`src/lrs_pkg.sv`:
```
`default_nettype none
package lrs_pkg;

  localparam int ROW_BITS          = 64;
  localparam int ROW_CELLS_DEFAULT = 64;
  localparam int COLS_W            = 7;
  localparam logic [COLS_W-1:0] COLS_RESET = 7'd64;

  localparam int QUEUE_DEPTH = 4;
  localparam int QUEUE_PTR_W = 2;
  localparam int QUEUE_CNT_W = 3;

  typedef struct packed {
    logic [ROW_BITS-1:0] row_cells;
    logic                final_row;
  } row_beat_t;

  typedef struct packed {
    logic [ROW_BITS-1:0] next_cells;
    logic                frame_done;
  } result_beat_t;

  typedef struct packed {
    logic upper;
    logic middle;
    logic row;
  } lrs_nbr_t;

  typedef struct packed {
    logic first;
    logic second;
  } lrs_push_t;

endpackage
`default_nettype wire

```
`src/life_rule_row_stencil.sv`:
```
// Channel   Direction  Handshake                Payload
// row       in         row_valid / row_stall    row_beat_t    (row_cells, final_row)
// result    out        result_valid / result_stall  result_beat_t (next_cells, frame_done)
// cfg       in         cfg_we                   cfg_wdata     (cols_in_use)
//
// One row beat is taken per cycle unless row_stall is high; its results are queued.
// A bottom row after a held row yields two result beats, drained one per unstalled cycle.
// The four-entry output queue stalls the row channel when fewer than two entries are free.
// Reset clears the held-row flag and the queue; cols_in_use returns to 64.
`default_nettype none
module life_rule_row_stencil
  import lrs_pkg::*;
#(
  parameter int ROW_CELLS = ROW_CELLS_DEFAULT
) (
  input  wire logic              clk,
  input  wire logic              rst,
  input  wire logic              row_valid,
  output logic                   row_stall,
  input  wire row_beat_t         row_data,
  output logic                   result_valid,
  input  wire logic              result_stall,
  output result_beat_t           result_data,
  input  wire logic              cfg_we,
  input  wire logic [COLS_W-1:0] cfg_wdata
);

  logic [COLS_W-1:0]   cols_in_use;
  logic                held;
  logic                accept;
  logic                room;
  logic [ROW_BITS-1:0] next_a;
  logic [ROW_BITS-1:0] next_b;
  lrs_nbr_t            nbr [ROW_CELLS];
  lrs_push_t           push;
  result_beat_t        first_data;
  result_beat_t        second_data;

  assign row_stall = ~room;
  assign accept    = row_valid & room;

  always_ff @(posedge clk) begin
    if (rst) begin
      cols_in_use <= COLS_RESET;
      held        <= 1'b0;
    end else begin
      if (cfg_we) begin
        cols_in_use <= cfg_wdata;
      end
      if (accept) begin
        held <= ~row_data.final_row;
      end
    end
  end

  for (genvar c = 0; c < ROW_CELLS; c++) begin : g_col
    logic     live;
    lrs_nbr_t left;
    lrs_nbr_t right;

    assign live  = (COLS_W'(c) < cols_in_use);
    assign left  = (c == 0) ? '0 : nbr[(c == 0) ? 0 : c - 1];
    assign right = (c == ROW_CELLS - 1) ? '0 : nbr[(c == ROW_CELLS - 1) ? c : c + 1];

    lrs_cell u_cell (
      .clk     (clk),
      .accept  (accept),
      .held    (held),
      .live    (live),
      .row_bit (row_data.row_cells[c] & live),
      .left    (left),
      .right   (right),
      .here    (nbr[c]),
      .next_a  (next_a[c]),
      .next_b  (next_b[c])
    );
  end

  if (ROW_CELLS < ROW_BITS) begin : g_dead_cols
    assign next_a[ROW_BITS-1:ROW_CELLS] = '0;
    assign next_b[ROW_BITS-1:ROW_CELLS] = '0;
  end

  always_comb begin
    push.first  = accept & (held | row_data.final_row);
    push.second = accept & held & row_data.final_row;

    first_data.next_cells  = held ? next_a : next_b;
    first_data.frame_done  = ~held;
    second_data.next_cells = next_b;
    second_data.frame_done = 1'b1;
  end

  lrs_out_queue u_queue (
    .clk          (clk),
    .rst          (rst),
    .push         (push),
    .first_data   (first_data),
    .second_data  (second_data),
    .room         (room),
    .result_valid (result_valid),
    .result_stall (result_stall),
    .result_data  (result_data)
  );

endmodule
`default_nettype wire

```
`src/lrs_cell.sv`:
```
`default_nettype none
module lrs_cell
  import lrs_pkg::*;
(
  input  wire logic     clk,
  input  wire logic     accept,
  input  wire logic     held,
  input  wire logic     live,
  input  wire logic     row_bit,
  input  wire lrs_nbr_t left,
  input  wire lrs_nbr_t right,
  output lrs_nbr_t      here,
  output logic          next_a,
  output logic          next_b
);

  logic       upper;
  logic       middle;
  logic [3:0] count_a;
  logic [3:0] count_b;
  logic [3:0] above_b;

  always_ff @(posedge clk) begin
    if (accept) begin
      upper  <= held ? middle : 1'b0;
      middle <= row_bit;
    end
  end

  always_comb begin
    here.upper  = upper & live;
    here.middle = middle & live;
    here.row    = row_bit;
  end

  always_comb begin
    count_a = 4'(left.upper) + 4'(here.upper) + 4'(right.upper)
            + 4'(left.row) + 4'(here.row) + 4'(right.row)
            + 4'(left.middle) + 4'(right.middle);
    next_a  = live & ((count_a == 4'd3) | ((count_a == 4'd2) & here.middle));

    above_b = held ? (4'(left.middle) + 4'(here.middle) + 4'(right.middle)) : 4'd0;
    count_b = above_b + 4'(left.row) + 4'(right.row);
    next_b  = live & ((count_b == 4'd3) | ((count_b == 4'd2) & here.row));
  end

endmodule
`default_nettype wire

```
`src/lrs_out_queue.sv`:
```
`default_nettype none
module lrs_out_queue
  import lrs_pkg::*;
(
  input  wire logic         clk,
  input  wire logic         rst,
  input  wire lrs_push_t    push,
  input  wire result_beat_t first_data,
  input  wire result_beat_t second_data,
  output logic              room,
  output logic              result_valid,
  input  wire logic         result_stall,
  output result_beat_t      result_data
);

  result_beat_t           entries [QUEUE_DEPTH];
  logic [QUEUE_PTR_W-1:0] head;
  logic [QUEUE_PTR_W-1:0] tail;
  logic [QUEUE_CNT_W-1:0] count;
  logic [QUEUE_PTR_W-1:0] tail_next;
  logic [QUEUE_CNT_W-1:0] count_next;
  logic                   pop;

  assign pop          = result_valid & ~result_stall;
  assign result_valid = (count != '0);
  assign result_data  = entries[head];
  assign room         = (count <= QUEUE_CNT_W'(QUEUE_DEPTH - 2));

  always_comb begin
    tail_next  = tail + QUEUE_PTR_W'(push.first) + QUEUE_PTR_W'(push.second);
    count_next = count + QUEUE_CNT_W'(push.first) + QUEUE_CNT_W'(push.second)
               - QUEUE_CNT_W'(pop);
  end

  always_ff @(posedge clk) begin
    if (push.first) begin
      entries[tail] <= first_data;
    end
    if (push.second) begin
      entries[tail + QUEUE_PTR_W'(1)] <= second_data;
    end
  end

  always_ff @(posedge clk) begin
    if (rst) begin
      head  <= '0;
      tail  <= '0;
      count <= '0;
    end else begin
      tail  <= tail_next;
      count <= count_next;
      if (pop) begin
        head <= head + QUEUE_PTR_W'(1);
      end
    end
  end

endmodule
`default_nettype wire
```
`config.mk`:
```
export PLATFORM = sky130hd
export DESIGN_NAME = life_rule_row_stencil
export DESIGN_NICKNAME = d
export VERILOG_FILES = /design/src/lrs_pkg.sv /design/src/life_rule_row_stencil.sv /design/src/lrs_cell.sv /design/src/lrs_out_queue.sv
export SDC_FILE = /design/constraint.sdc
export NUM_CORES = 2
export LEC_CHECK = 0
export BUFFER_PORTS_ARGS = -buffer_cell sky130_fd_sc_hd__buf_2
export CORE_MARGIN = 3
export CORE_UTILIZATION = 52
export CTS_CLUSTER_SIZE = 14
export DETAILED_ROUTE_END_ITERATION = 7
export PLACE_DENSITY = 0.8
export SYNTH_ARGS = -nofsm -noshare
export SYNTH_HDL_FRONTEND = slang
export SYNTH_SLANG_ARGS = --single-unit
export TNS_END_PERCENT = 30
```
`constraint.sdc`:
```
create_clock -name clk -period 5.8 [get_ports clk]
set_input_delay 0.87 -clock clk [delete_from_list [all_inputs] [get_ports clk]]
set_output_delay 0.87 -clock clk [all_outputs]
set_load 0.03 [all_outputs]
```
## Yosys cells after proc, flatten, opt, wreduce, memory -nomap -nowiden

Memories as Yosys holds them, arrays and structs flattened. A register that Yosys moved wholly into a read port is not among the register bits.
Index checks and enable logic that the tools add are counted.

- Memories: 1
- Bits in writable memories: 260
- Input bits: 77
- Logic and storage cells: 1812
- Bits in registers: 143

- Equality and inequality tests: 256
- Magnitude comparators: 65
- Add/subtract/negate cells: 699
- Bitwise operators: 586
- Reduce and logical (&&, ||, !) cells: 1
- Mux-type cells: 71

Memories:

| memory | words | bits a word | rd ports | clocked after memory_dff | wr ports | line | text |
|---|---|---|---|---|---|---|---|
| u_queue.entries | 4 | 65 | 1 | 1 | 2 | lrs_out_queue.sv:16 | `result_beat_t entries [QUEUE_DEPTH];` |

Operator list:

| operator | number |
|---|---|
| $add A4 B1 Y4 | 566 |
| $eq A4 B2 Y1 const B | 256 |
| $and A1 B1 Y1 | 453 |
| $mux W4 | 64 |
| $add A1 B1 Y2 | 126 |
| $lt A6 B7 Y1 const A | 32 |
| $or A1 B1 Y1 | 129 |
| $lt A5 B7 Y1 const A | 16 |
| $mux W64 | 1 |
| $lt A4 B7 Y1 const A | 8 |
| $lt A3 B7 Y1 const A | 4 |
| $lt A1 B7 Y1 const A | 2 |
| $lt A2 B7 Y1 const A | 2 |
| $add A3 B1 Y3 | 2 |
| $add A2 B1 Y2 | 2 |
| $add A2 B1 Y2 const B | 2 |
| $mux W1 | 4 |
| $mux W2 | 2 |
| $not A1 Y1 | 4 |
| $le A3 B2 Y1 const B | 1 |
| $reduce_bool A3 Y1 | 1 |
| $sub A3 B1 Y3 | 1 |

## Longest topological paths before layout

- Depth after elaboration: 14
- Mapped depth: 21
- Mapped depth without buffers: 18

## Modules after synthesis

A second synthesis with hierarchy kept.

- Cell total of the unflattened synthesis: 3391
- Area total of the unflattened synthesis: 38340.5 um2

Modules (own cells, without submodules):

| module | cells an instance | sequential area each (um2) | instances | area each (um2) |
|---|---|---|---|---|
| lrs_out_queue | 679 | 7987.7 | 1 | 12967.4 |
| lrs_cell at g_col[0].u_cell ... | 37 | 60.1 | 34 | 351.6 |
| lrs_cell at g_col[11].u_cell ... | 37 | 60.1 | 29 | 364.1 |
| life_rule_row_stencil | 344 | 160.2 | 1 | 2511.2 |
| lrs_cell at g_col[20].u_cell | 37 | 60.1 | 1 | 349.1 |

## Worst setup path after synthesis

Ideal clock, no wire load.

- Path kind: reg2reg
- Start point: reg cols_in_use[6]
- End point: mem u_queue.entries[0][52] in the netlist's numbering (data pin)
- Cell stages (with the launch flop): 19
- Period minus slack after synthesis: 4.674 ns
- Path slack: 1.126 ns
- Data arrival time: 4.520 ns
- Cells stage by stage: dfxtp_1 buf_6 buf_6 a21oi_2 clkbuf_1 nor2_1 nand2_1 xnor2_1 fa_1 fa_1 a2111oi_2 a21oi_1 ha_1 nor2_1 fa_1 a2111o_1 a311o_1 o21a_1 o22ai_1

RTL lines:

| item | line | text |
|---|---|---|
| start, declared | life_rule_row_stencil.sv:28 | `logic [COLS_W-1:0] cols_in_use;` |
| start signal, assigned | life_rule_row_stencil.sv:48 | `cols_in_use <= cfg_wdata;` |
| end, declared | lrs_out_queue.sv:16 |  |

==> summary.txt <==
Job
  • Max-Cap Viols: 0

Logic synthesis
  • Cell variety after synth: 94
  • Synthesized flop and latch total: between 400 and 500
  • Ranking of synthesized cells by area: edfxtp_1, fa_1, ha_1
  • Syn_area_per_cell: between 10 and 15 um^2
  • Post-Syn Nets: roughly 4600
  • Sequential fraction of the synthesis area: a little under a third
  • Syn Inst Count: between 3000 and 4000
  • Synth warn: 0
  • Area of the mapped netlist: roughly 40000 um^2
  • Synth top area share: ~29%
  • Number of enable flip-flop cells after synthesis: approximately 380
  • Synth async-reset ratio: 0%
  • Yosys top cell by area: edfxtp_1
  • Primary FF master, synth: edfxtp_1

Clock tree
  • CTS tree: done
  • Clk slew on worst S/H paths: approximately 60 ps
  • CTS Buffer Depth: 3
  • CTS HTree Levels: 2
  • Total CTS buffers: between 40 and 50
  • CTS Sinks: roughly 400
  • Hold-fix buffers, CTS: 0
  • Clk_lat worst skew: about 620 ps
  • CTS root buffer: clkbuf_16

Setup path
  • Worst setup startpoint: cols_in_use[6]$_SDFFE_PP1P_
  • Critical path required time: approximately 6300 ps
  • Crit Path Max Fanout: 18
  • Arr. time, crit path: ~6100 ps
  • R2r startpoint: cols_in_use[6]$_SDFFE_PP1P_
  • CP startpoint kind: register
  • Setup CP Type: reg2reg
  • CP Capture Type: register

Layout
  • Nets: between 4000 and 5000
  • Most frequent cells in the layout: ha_1, inv_1, edfxtp_1
  • Commonest non-fill, non-tap cell in the layout: ha_1
  • Area grow syn2layout: 8.749%
  • Layout cells sized above 1: 11.24%
  • Post-layout util: about 58%

Global route
  • Gr usage total: approximately 30%
  • Global-route wire length before repair: about 180 mm
  • Initial antenna violation count: 4
  • Grt total ovfl: 0
  • Largest net degree at the start of global routing: roughly 140
  • Vias in the first global route: ~32000

Route
  • # DRC: 0
  • Post-route ant nets: 0
  • Vias: between 30000 and 40000
  • Pre-Repair DR Iteration Count: 7
  • WL final: around 120 mm
  • Vias per inst: 6.417
  • WL/cell: about 24 um
  • Detailed Route Iter0 Violations: ~3300

Place
  • GP Congestion: 0.9788
  • Post-DP HPWL: approximately 85 mm
  • Input/output buffers: ~140

Pwr
  • Max VDD drop: between 0.2 and 0.3 mV
  • Pwr/cell area: ~440 nW/um^2
  • Static leakage: 18.36 nW

Timing
  • Crit share post-route: a little over nine tenths
  • Total negative slack: 0 ps
  • Slew @ Worst Pin: 1143 ps
  • Final Skew: 33.10 ps
  • Post-layout min period: approximately 5600 ps
  • Final hold violation count: 0
  • Max Freq: 178.6 MHz
  • Setup violators final: 0
  • RSZ-0062 raised after global routing: false
  • Pins Over Slew Limit: 0
  • Slew headroom: a little under a quarter

Floorplan
  • Die Y-Extent: approximately 280 um
  • Core Area: ~75000 um^2
  • Starting density of the core: a little over half
  • DIE AREA: between 70000 and 80000 um^2
  • I/O pins: 144
  • Die W: approximately 280 um
  • Cell Rows: 100

Hold path
  • Hold WC Path Type: reg2reg
  • HP Start: u_queue.entries[0][0]$_SDFFE_PP1P_

Status
  • Status: completed
## worst max-delay path, stage by stage (launching register included)
cell	delay, ps
dfxtp_2	450
buf_4	260
nor4b_4	600
a21oi_1	300
nand2_1	300
xnor2_1	170
fa_1	460
fa_1	550
xor2_1	180
ha_1	180
a221oi_1	70
fa_1	400
or3b_2	460
a2111oi_0	460
o211ai_1	280
o21a_1	190
o22ai_1	120
## final cells by class
cell class,instances,area [um^2]
antenna,2,5.005
clock inverter,32,320.3
multi-input combinational,2787,25410
inverter,435,1633
timing repair buffer,216,1301
sequential,405,11970
clock buffer,56,1240
fill,6039,31850
tap,969,1212
## path summary, 6_finish.rpt
check / cells past startpoint / slack [ps] / to
setup / recovery: 16 / 200 / u_queue.entries[0][21]$_DFFE_PP_
hold / removal: 2 / 450 / u_queue.entries[0][0]$_SDFFE_PP1P_
setup reg to reg: 16 / 200 / u_queue.entries[0][21]$_DFFE_PP_
hold reg to reg: 2 / 450 / u_queue.entries[0][0]$_SDFFE_PP1P_
## power by group
part,internal [mW],switching (mW),total [mW]
registers,3.83,0.400,4.23
logic,4.68,7.15,11.8
clock network,1.76,1.36,3.12
## cells by family after synthesis
kind of cell	share of synthesized area [%]
flip-flops	30.16
XOR/XNOR	2.011
AO/OA/AOI/OAI	13.79
AND/OR/NAND/NOR	13.22
buffers and inverters	6.068
adder cells (fa/ha/maj)	30.61
multiplexers	4.139
## flip-flops by register name (all words and copies together) (netlist names), named ones only
signal / cells
u_queue.entries: 260
u_queue.count: 3
g_col.u_cell.upper: 64
held: 1
u_queue.tail: 2
u_queue.head: 2
cols_in_use: 7
g_col.u_cell.middle: 64
## Yosys cell counts (all sizes together) (42+ instances only)
cell / number
a31oi: 42
nor2: 205
o21ai: 150
and2: 187
nand2: 347
clkbuf: 86
inv: 435
mux4: 65
buf: 73
a21oi: 119
xnor2: 52
edfxtp: 384
ha: 435
nor2b: 47
fa: 334
o22ai: 223
## metal layers
layer | part of all wire, % | up-vias | track usage (%)
li1 | - | 13720 | -
met1 | 37 | 15370 | 37.88
met2 | 45 | 1944 | 46.61
met3 | 11 | 424 | 6.339
met4 | 6.2 | 2 | 15.61
met5 | 0.0060 | - | 0
## per-stage QoR
stage / setup slack [ps] / cells / hold WS (ps) / power (mW) / cell area, um^2
global route: 55.91 / 4900 / 463.0 / 20.78 / 43090
CTS: 260.3 / 4900 / 445.0 / 19.02 / 43080
floorplan: 1126 / 3786 / 417.5 / 12.71 / 39630
finish: 201.5 / 4902 / 447.0 / 19.16 / 43100
global placement: 501.1 / 4812 / 426.5 / 15.16 / 41520
detailed placement: 325.4 / 4812 / 432.2 / 15.82 / 41520
## what timing repair did
item                                    CTS  global route
endpoints found under the setup margin    0             8
gates resized for setup                   0             4
buffers inserted                          0             0
No activity file was read; power rests on OpenSTA's default activity.
